File: src/rtl/assert_macros.svh
// Assertion macros shared by the gate-to-trigger RTL.
`ifndef ASSERT_MACROS_SVH
`define ASSERT_MACROS_SVH

// A property checked at every rising clock edge outside reset.
`define ASSERT_AT(label, clk, rst, prop, msg) \
   label: assert property (@(posedge clk) disable iff (rst) (prop)) else $error(msg);

// A same-cycle implication checked outside reset.
`define ASSERT_IMPLY(label, clk, rst, ante, cons, msg) \
   label: assert property (@(posedge clk) disable iff (rst) (ante) |-> (cons)) \
      else $error(msg);

// A next-cycle implication checked outside reset.
`define ASSERT_NEXT(label, clk, rst, ante, cons, msg) \
   label: assert property (@(posedge clk) disable iff (rst) (ante) |=> (cons)) \
      else $error(msg);

`endif

File: src/rtl/gttfc_pkg.sv
// Package with the shared types and constants of the gate-to-trigger block.
`timescale 1ns / 1ps

package gttfc_pkg;

   localparam int MAX_CHANNELS         = 4;
   localparam int DEFAULT_NUM_CHANNELS = 4;
   localparam int TIMER_WIDTH          = 8;
   localparam int COUNT_WIDTH          = 8;
   localparam int MODES_WIDTH          = 2 * MAX_CHANNELS;

   localparam logic [TIMER_WIDTH-1:0] TRIG_LENGTH_RESET = 8'd39;
   localparam logic [COUNT_WIDTH-1:0] COUNTDOWN_RESET   = 8'd255;

   localparam logic OP_POLL = 1'b0;
   localparam logic OP_TICK = 1'b1;

   localparam logic [2:0] PHASE_START        = 3'd0;
   localparam logic [2:0] PHASE_READ_HIGH    = 3'd1;
   localparam logic [2:0] PHASE_READ_LOW     = 3'd2;
   localparam logic [2:0] PHASE_DECODE_FIRST = 3'd3;
   localparam logic [2:0] PHASE_DECODE_LAST  = 3'd6;

   typedef enum logic [1:0] {
      MODE_FALL     = 2'd0,
      MODE_RISEFALL = 2'd1,
      MODE_INVGATE  = 2'd2
   } mode_type;

   typedef struct packed {
      logic                   poll;
      logic                   tick;
      logic [TIMER_WIDTH-1:0] pulse_len;
   } lane_ctl_type;

   typedef struct packed {
      logic                          drive;
      mode_type [MAX_CHANNELS-1:0]   modes;
   } seq_out_type;

endpackage

File: src/rtl/gate_to_trigger_four_channel.sv
// Top level of the four-channel gate-to-trigger converter.
//
//   Channel  Direction  Handshake             Payload
//   req      in         req_valid/req_stall   operation, gate_in, sense_in
//   rsp      out        rsp_valid/rsp_stall   trig_out, sense_drive, switch_modes
//   csr      in         csr_valid/csr_ready   data (pulse length)
//
// One request per cycle while req_stall is low; each accepted response is registered.
// All channel lanes and the sense sequencer update in the accepting cycle.
// A two-deep output stage (register plus skid) decouples response stalls.
// Reset is synchronous; the pulse length returns to 39 and the modes to rise-and-fall.
`timescale 1ns / 1ps
`include "assert_macros.svh"

module gate_to_trigger_four_channel #(
   parameter int NUM_CHANNELS = gttfc_pkg::DEFAULT_NUM_CHANNELS
) (
   input  logic                                clock,
   input  logic                                reset,
   input  logic                                req_valid,
   output logic                                req_stall,
   input  logic                                req_operation,
   input  logic [gttfc_pkg::MAX_CHANNELS-1:0]  req_gate_in,
   input  logic [gttfc_pkg::MAX_CHANNELS-1:0]  req_sense_in,
   output logic                                rsp_valid,
   input  logic                                rsp_stall,
   output logic [gttfc_pkg::MAX_CHANNELS-1:0]  rsp_trig_out,
   output logic                                rsp_sense_drive,
   output logic [gttfc_pkg::MODES_WIDTH-1:0]   rsp_switch_modes,
   input  logic                                csr_valid,
   output logic                                csr_ready,
   input  logic [gttfc_pkg::TIMER_WIDTH-1:0]   csr_data
);

   typedef struct packed {
      logic [gttfc_pkg::MAX_CHANNELS-1:0] trig;
      logic                               drive;
      logic [gttfc_pkg::MODES_WIDTH-1:0]  modes;
   } result_type;

   logic [gttfc_pkg::TIMER_WIDTH-1:0]  pulse_len_ff, pulse_len_in;
   logic                               take;
   gttfc_pkg::lane_ctl_type            lane_ctl;
   gttfc_pkg::seq_out_type             seq_next;
   logic [gttfc_pkg::MAX_CHANNELS-1:0] lane_out;
   result_type                         result;
   logic                               out_valid_ff, out_valid_in;
   result_type                         out_ff, out_in;
   logic                               skid_valid_ff, skid_valid_in;
   result_type                         skid_ff, skid_in;

   assign csr_ready = 1'b1;
   assign req_stall = skid_valid_ff;
   assign take      = req_valid && !skid_valid_ff;

   assign pulse_len_in = (csr_valid && csr_ready) ? csr_data : pulse_len_ff;

   assign lane_ctl.poll      = take && (req_operation == gttfc_pkg::OP_POLL);
   assign lane_ctl.tick      = take && (req_operation == gttfc_pkg::OP_TICK);
   assign lane_ctl.pulse_len = pulse_len_ff;

   gttfc_sequencer u_seq (
      .clock    (clock),
      .reset    (reset),
      .step     (lane_ctl.poll),
      .sense    (req_sense_in),
      .seq_next (seq_next)
   );

   for (genvar i = 0; i < gttfc_pkg::MAX_CHANNELS; i++) begin : g_lane
      if (i < NUM_CHANNELS) begin : g_on
         gttfc_lane u_lane (
            .clock    (clock),
            .reset    (reset),
            .ctl      (lane_ctl),
            .gate     (req_gate_in[i]),
            .mode     (seq_next.modes[i]),
            .out_next (lane_out[i])
         );
      end else begin : g_off
         assign lane_out[i] = 1'b0;
      end
   end

   always_comb begin
      result.trig  = lane_out;
      result.drive = seq_next.drive;
      result.modes = '0;
      for (int k = 0; k < gttfc_pkg::MAX_CHANNELS; k++) begin
         if (k < NUM_CHANNELS) begin
            result.modes[2*k +: 2] = seq_next.modes[k];
         end
      end
   end

   always_comb begin
      out_valid_in  = out_valid_ff;
      out_in        = out_ff;
      skid_valid_in = skid_valid_ff;
      skid_in       = skid_ff;
      if (out_valid_ff && !rsp_stall) begin
         if (skid_valid_ff) begin
            out_in        = skid_ff;
            skid_valid_in = 1'b0;
         end else if (take) begin
            out_in = result;
         end else begin
            out_valid_in = 1'b0;
         end
      end else if (!out_valid_ff) begin
         if (take) begin
            out_in       = result;
            out_valid_in = 1'b1;
         end
      end else if (take) begin
         skid_in       = result;
         skid_valid_in = 1'b1;
      end
   end

   always_ff @(posedge clock) begin
      if (reset) begin
         pulse_len_ff  <= gttfc_pkg::TRIG_LENGTH_RESET;
         out_valid_ff  <= 1'b0;
         skid_valid_ff <= 1'b0;
      end else begin
         pulse_len_ff  <= pulse_len_in;
         out_valid_ff  <= out_valid_in;
         skid_valid_ff <= skid_valid_in;
      end
      out_ff  <= out_in;
      skid_ff <= skid_in;
   end

   assign rsp_valid        = out_valid_ff;
   assign rsp_trig_out     = out_ff.trig;
   assign rsp_sense_drive  = out_ff.drive;
   assign rsp_switch_modes = out_ff.modes;

   `ASSERT_IMPLY(a_skid_needs_out, clock, reset, skid_valid_ff, out_valid_ff,
      "Skid entry held while the output register is empty.")
   `ASSERT_NEXT(a_skid_fill, clock, reset, take && out_valid_ff && rsp_stall, skid_valid_ff,
      "Request accepted under a stalled response was not kept in the skid stage.")
   `ASSERT_NEXT(a_skid_drain, clock, reset, skid_valid_ff && !rsp_stall,
      out_valid_ff && !skid_valid_ff,
      "Skid entry was not moved into the output register.")

endmodule

File: src/rtl/gttfc_sequencer.sv
// Switch-sense sequencer that reads the mode switches and decodes channel modes.
`timescale 1ns / 1ps
`include "assert_macros.svh"

module gttfc_sequencer (
   input  logic                                clock,
   input  logic                                reset,
   input  logic                                step,
   input  logic [gttfc_pkg::MAX_CHANNELS-1:0]  sense,
   output gttfc_pkg::seq_out_type              seq_next
);

   logic [gttfc_pkg::COUNT_WIDTH-1:0]  countdown_ff, countdown_in;
   logic [2:0]                         phase_ff, phase_in;
   logic [gttfc_pkg::MAX_CHANNELS-1:0] rd_high_ff, rd_high_in;
   logic [gttfc_pkg::MAX_CHANNELS-1:0] rd_low_ff, rd_low_in;
   logic                               drive_ff, drive_in;
   gttfc_pkg::mode_type [gttfc_pkg::MAX_CHANNELS-1:0] mode_ff, mode_in;

   always_comb begin
      logic [2:0] phase_inc;
      logic [1:0] dec_idx;
      countdown_in = countdown_ff;
      phase_in     = phase_ff;
      rd_high_in   = rd_high_ff;
      rd_low_in    = rd_low_ff;
      drive_in     = drive_ff;
      mode_in      = mode_ff;
      phase_inc    = phase_ff + 3'd1;
      dec_idx      = 2'(phase_inc - gttfc_pkg::PHASE_DECODE_FIRST);
      if (step) begin
         countdown_in = countdown_ff - 1'b1;
         if (countdown_in == '0) begin
            phase_in = phase_inc;
            if (phase_inc == gttfc_pkg::PHASE_READ_HIGH) begin
               rd_high_in = sense;
               drive_in   = 1'b0;
            end else if (phase_inc == gttfc_pkg::PHASE_READ_LOW) begin
               rd_low_in = sense;
               drive_in  = 1'b1;
            end else if (phase_inc >= gttfc_pkg::PHASE_DECODE_FIRST &&
                         phase_inc <= gttfc_pkg::PHASE_DECODE_LAST) begin
               for (int k = 0; k < gttfc_pkg::MAX_CHANNELS; k++) begin
                  if (dec_idx == 2'(k)) begin
                     if (!rd_high_ff[k]) begin
                        mode_in[k] = gttfc_pkg::MODE_FALL;
                     end else if (rd_low_ff[k]) begin
                        mode_in[k] = gttfc_pkg::MODE_RISEFALL;
                     end else begin
                        mode_in[k] = gttfc_pkg::MODE_INVGATE;
                     end
                  end
               end
               if (phase_inc == gttfc_pkg::PHASE_DECODE_LAST) begin
                  phase_in = gttfc_pkg::PHASE_START;
               end
            end
         end
      end
      seq_next.drive = drive_in;
      seq_next.modes = mode_in;
   end

   always_ff @(posedge clock) begin
      if (reset) begin
         countdown_ff <= gttfc_pkg::COUNTDOWN_RESET;
         phase_ff     <= gttfc_pkg::PHASE_START;
         rd_high_ff   <= '0;
         rd_low_ff    <= '0;
         drive_ff     <= 1'b1;
         mode_ff      <= {gttfc_pkg::MAX_CHANNELS{gttfc_pkg::MODE_RISEFALL}};
      end else begin
         countdown_ff <= countdown_in;
         phase_ff     <= phase_in;
         rd_high_ff   <= rd_high_in;
         rd_low_ff    <= rd_low_in;
         drive_ff     <= drive_in;
         mode_ff      <= mode_in;
      end
   end

   `ASSERT_AT(a_phase_range, clock, reset, phase_ff <= gttfc_pkg::PHASE_DECODE_LAST,
      "Sense phase left the six-phase range.")
   `ASSERT_NEXT(a_count_hold, clock, reset, !step, $stable(countdown_ff),
      "Sense countdown moved without a poll.")
   `ASSERT_NEXT(a_phase_hold, clock, reset, step && countdown_ff != 8'd1, $stable(phase_ff),
      "Sense phase moved before the countdown reached zero.")

endmodule

File: src/rtl/gttfc_lane.sv
// One channel lane: gate edge detection, pulse timer and timeout.
`timescale 1ns / 1ps

module gttfc_lane (
   input  logic                    clock,
   input  logic                    reset,
   input  gttfc_pkg::lane_ctl_type ctl,
   input  logic                    gate,
   input  gttfc_pkg::mode_type     mode,
   output logic                    out_next
);

   logic                              gate_was_ff, gate_was_in;
   logic                              out_ff, out_in;
   logic [gttfc_pkg::TIMER_WIDTH-1:0] timer_ff, timer_in;

   always_comb begin
      gate_was_in = gate_was_ff;
      out_in      = out_ff;
      timer_in    = timer_ff;
      if (ctl.tick) begin
         timer_in = timer_ff + 1'b1;
      end else if (ctl.poll) begin
         if (gate && !gate_was_ff) begin
            gate_was_in = 1'b1;
            if (mode == gttfc_pkg::MODE_RISEFALL) begin
               out_in   = 1'b1;
               timer_in = '0;
            end else if (mode == gttfc_pkg::MODE_INVGATE) begin
               out_in = 1'b0;
            end
         end else if (!gate && gate_was_ff) begin
            gate_was_in = 1'b0;
            out_in      = 1'b1;
            timer_in    = '0;
         end
         if (mode != gttfc_pkg::MODE_INVGATE && out_in && timer_in > ctl.pulse_len) begin
            out_in = 1'b0;
         end
      end
      out_next = out_in;
   end

   always_ff @(posedge clock) begin
      if (reset) begin
         gate_was_ff <= 1'b0;
         out_ff      <= 1'b0;
         timer_ff    <= '0;
      end else begin
         gate_was_ff <= gate_was_in;
         out_ff      <= out_in;
         timer_ff    <= timer_in;
      end
   end

endmodule
File: config.mk
export PLATFORM = sky130hd
export DESIGN_NAME = gate_to_trigger_four_channel
export DESIGN_NICKNAME = d
export VERILOG_FILES = /design/src/rtl/gttfc_pkg.sv /design/src/rtl/gate_to_trigger_four_channel.sv /design/src/rtl/gttfc_sequencer.sv /design/src/rtl/gttfc_lane.sv
export VERILOG_INCLUDE_DIRS = /design/src /design/src/rtl
export SDC_FILE = /design/constraint.sdc
export NUM_CORES = 1
export LEC_CHECK = 0
export BUFFER_PORTS_ARGS = -buffer_cell sky130_fd_sc_hd__buf_2
export CAP_MARGIN = 20
export CORE_ASPECT_RATIO = 1.5
export CORE_MARGIN = 5
export CORE_UTILIZATION = 45
export CTS_CLUSTER_SIZE = 20
export DETAILED_ROUTE_END_ITERATION = 6
export PLACE_DENSITY_LB_ADDON = 0.2
export SLEW_MARGIN = 10
export SYNTH_ARGS = -nofsm -noshare
export SYNTH_HDL_FRONTEND = slang
export SYNTH_SLANG_ARGS = --single-unit
File: constraint.sdc
create_clock -name clock -period 10.6 [get_ports clock]
set_clock_uncertainty 0.2 [all_clocks]
set_input_delay 1.06 -clock clock [delete_from_list [all_inputs] [get_ports clock]]
set_output_delay 1.06 -clock clock [all_outputs]
set_load 0.02 [all_outputs]
==> flow_summary.yaml <==
floorplan:
  rows: 53
  die_y_um: 155
  die_area_um2: 16500
  die_w_um: 107
  core_um2: 13900
  start_util_pct: 45.4
  ios: 38
synth:
  mappedNetlistArea_um2: 6300
  syn_nets: 798
  yosys.area_share.simple_pct: 24.1
  synth_area_leaders: "dfxtp_1 (25%), edfxtp_1 (12%), ha_1 (11%)"
  syn_inst: 723
  yosys.area.top_type_share_pct: 24.8
  ys_seq_area_share_pct: 37.2
  synth-adder-area-share_pct: 10.5
  yosysMostFrequentCell: "dfxtp_1"
  synth_common_cells: "dfxtp_1 (78), nand2_1 (69), nor2_1 (66)"
  ys.flop_type: "dfxtp_1"
  synth-seq-cells: 104
  synth-edff-count: 26
  synth_xor_area_share_pct: 1.11
  synth_compound_area_share_pct: 18.1
  yosys_warnings: 0
  synth_top_family_by_area: "simple AND/OR/NAND/NOR gates"
  ys_types: 76
  netlist.top_cell.by_area: "dfxtp_1"
  muxShareOfSynthArea_pct: 3.68
  syn_area_per_cell_um2: 8.71
  synthArstFlopShare_pct: 0
setup_path:
  cp_slowest_stage_delay_ns: 0.47
  crit_fanout: 40
  start_kind: "input pin"
  cp_num_buf_inv: 2
  crit_type: "input pin to register"
  crit_path_end_kind: "register"
  path_cells: "buf_2 -> or3b_1 -> buf_4 -> nor3_1 -> o311ai_4 -> o21ai_0 -> nor2_1 -> o21ai_1 -> and2_1 -> ha_1 -> nor2b_1 -> o21ai_0 -> nand2b_1 -> a211oi_1 -> nor2_1 -> o211ai_1 -> nand2_1 -> o21ai_0"
  slowest_stage: "o21ai_1"
  crit_family: "compound AO/OA/AOI/OAI gates"
  required_ns: 10.58
  path_common_cell: "o21ai_0"
  critical_path_arrival_ns: 5.12
run:
  maxCapViolCount: 0
timing:
  hold_viol: 0
  period_needed_ns: 5.14
  finalCritPeriodShare_pct: 48.5
  slew_violations: 0
  rsz0062_at_grt: "no"
  worstMarginPinSlew_ns: 1.01
  timing.fmax_mhz: 195
  max_slew_margin_pct: 32.3
  setup_tns_ns: 0
  setup_viol: 0
  hold_ws_ns: 0.296
cells_and_area:
  area_growth_pct: 9.68
  drive_above_1_share_pct: 11.8
  antenna_cells: 0
  stdcell_area_um2: 6910
  final_nets: 818
  finish.utilization_pct: 49.8
hold_path:
  hold_path_class: "register to register"
clocking:
  cts_max_path_buffers: 2
  clk_pin_slew_ns: 0.07
  clock_latency_ns: 0.35
  cts_setup_buffers: 0
  holdBufCountCts: 0
  htreeDepth: 3
  cts_resized: 0
  tritoncts: "yes"
  root_buffer: "clkbuf_16"
  cts_num_sinks: 104
  cts_made_buffers: 9
placed_design:
  gp_congestion: 0.939
  portBuffers: 36
  hpwl_um: 11700
  placed_area_um2: 6570
pwr:
  power_uw: 889
  irDropWorstVdd_mv: 0.0990
  leakage_uw: 0.00276
  p_per_area_nw_per_um2: 129
global_route:
  grt_max_degree: 57
  antenna_found_initial: 0
  grt_pass1_vias: 5416
  grt_use_total_pct: 19.8
  grt_overflow: 0
  grt_pass1_wl_um: 26200
routing:
  drc: 0
  drtIter0Drc: 185
  avgRoutedWirePerCell_um: 17.6
  num_vias: 5387
  ant_nets: 0
  first_pass_iters: 6
  wl_um: 16100
  viasPerCell: 5.90
run_status:
  run_status: "complete, no violations"
-- worst reg2reg max path, stage by stage (launching register included) --
cell      delay [ns]
dfxtp_1         0.49
inv_1           0.10
ha_1            0.34
o41ai_1         0.84
o311ai_4        0.44
o21ai_0         0.32
nor2_1          0.09
o21ai_1         0.47
and2_1          0.22
ha_1            0.23
nor2b_1         0.14
o21ai_0         0.15
nand2b_1        0.07
a211oi_1        0.25
nor2_1          0.09
o211ai_1        0.09
nand2_1         0.11
o21ai_0         0.22
-- final timing paths --
path | from | endpoint | slack (ns) | cells past startpoint
max | req_operation | rsp_trig_out[0]$_DFFE_PP_ | 5.46 | 18
max reg2reg | u_seq.countdown_ff[0]$_SDFFE_PP1P_ | rsp_trig_out[0]$_DFFE_PP_ | 5.58 | 17
min reg2reg | pulse_len_ff[6]$_SDFFE_PP0P_ | pulse_len_ff[6]$_SDFFE_PP0P_ | 0.30 | 2
min | pulse_len_ff[6]$_SDFFE_PP0P_ | pulse_len_ff[6]$_SDFFE_PP0P_ | 0.30 | 2
-- cell usage in the layout (no fill, tap or decap), drive strengths merged, types with 4 or more instances in the layout --
cell,instances
mux2i,22
a311oi,4
a22oi,5
edfxtp,26
o21ai,41
o211ai,7
a211oi,7
nor2,67
ha,53
dfxtp,78
xor2,6
inv,37
nor3,24
o22ai,12
nor2b,13
nand2,69
a21o,7
nor4,6
or3,10
nand4,12
clkinv,4
clkbuf,11
o311ai,4
and2,31
buf,45
o21a,4
a21oi,54
a31oi,9
nand2b,6
nand3,32
-- cell type report --
class                      instances  area (um2)
clock inverter                     5        78.8
clock buffer                      11         253
sequential                       104        2340
fill                            1320        6950
multi-input combinational        545        3630
tap                              165         206
inverter                          38         143
timing repair buffer              45         248
-- per-layer routing --
layer	vias to the layer above	share of wire, %	GRT usage (%)	wire [um]
met3	53	3.5	2.91	560
met2	122	53	37.1	8460
met5	-	0	0	0
met4	0	4.4	10.7	706
met1	2569	40	21.0	6370
li1	2643	-	-	-
-- cells by family (layout without fill, tap and decap cells) --
kind of cell,count (synthesis),after routing
buffers and inverters,74,99
muxes,23,23
AOI/OAI and AO/OA,172,172
other,1,1
DFF,104,104
adders and majority gates,53,53
xor gates and xnor gates,8,8
and+or+nand+nor,288,288
-- flip-flops by register name, indices dropped and copies added (netlist names), 8 cells and up --
register                     count
skid_ff                         13
u_seq.countdown_ff               8
u_seq.mode_ff                    8
g_lane.g_on.u_lane.timer_ff     32
rsp_switch_modes                 8
pulse_len_ff                     8
-- where the power goes --
| group | internal, uW | switching, uW | leakage, uW | total, uW |
|---|---|---|---|---|
| logic | 30.2 | 63.9 | 0.00173 | 94.1 |
| clock network | 220 | 147 | 0.000165 | 367 |
| registers | 419 | 9.83 | 0.000860 | 429 |
-- through the flow --
stage / cells / setup slack (ns)
floorplan: 723 / 6.14
global placement: 897 / 5.30
detailed placement: 897 / 5.16
CTS: 913 / 5.50
global route: 913 / 5.10
finish: 913 / 5.46
Power figures use the tool's default switching activity.
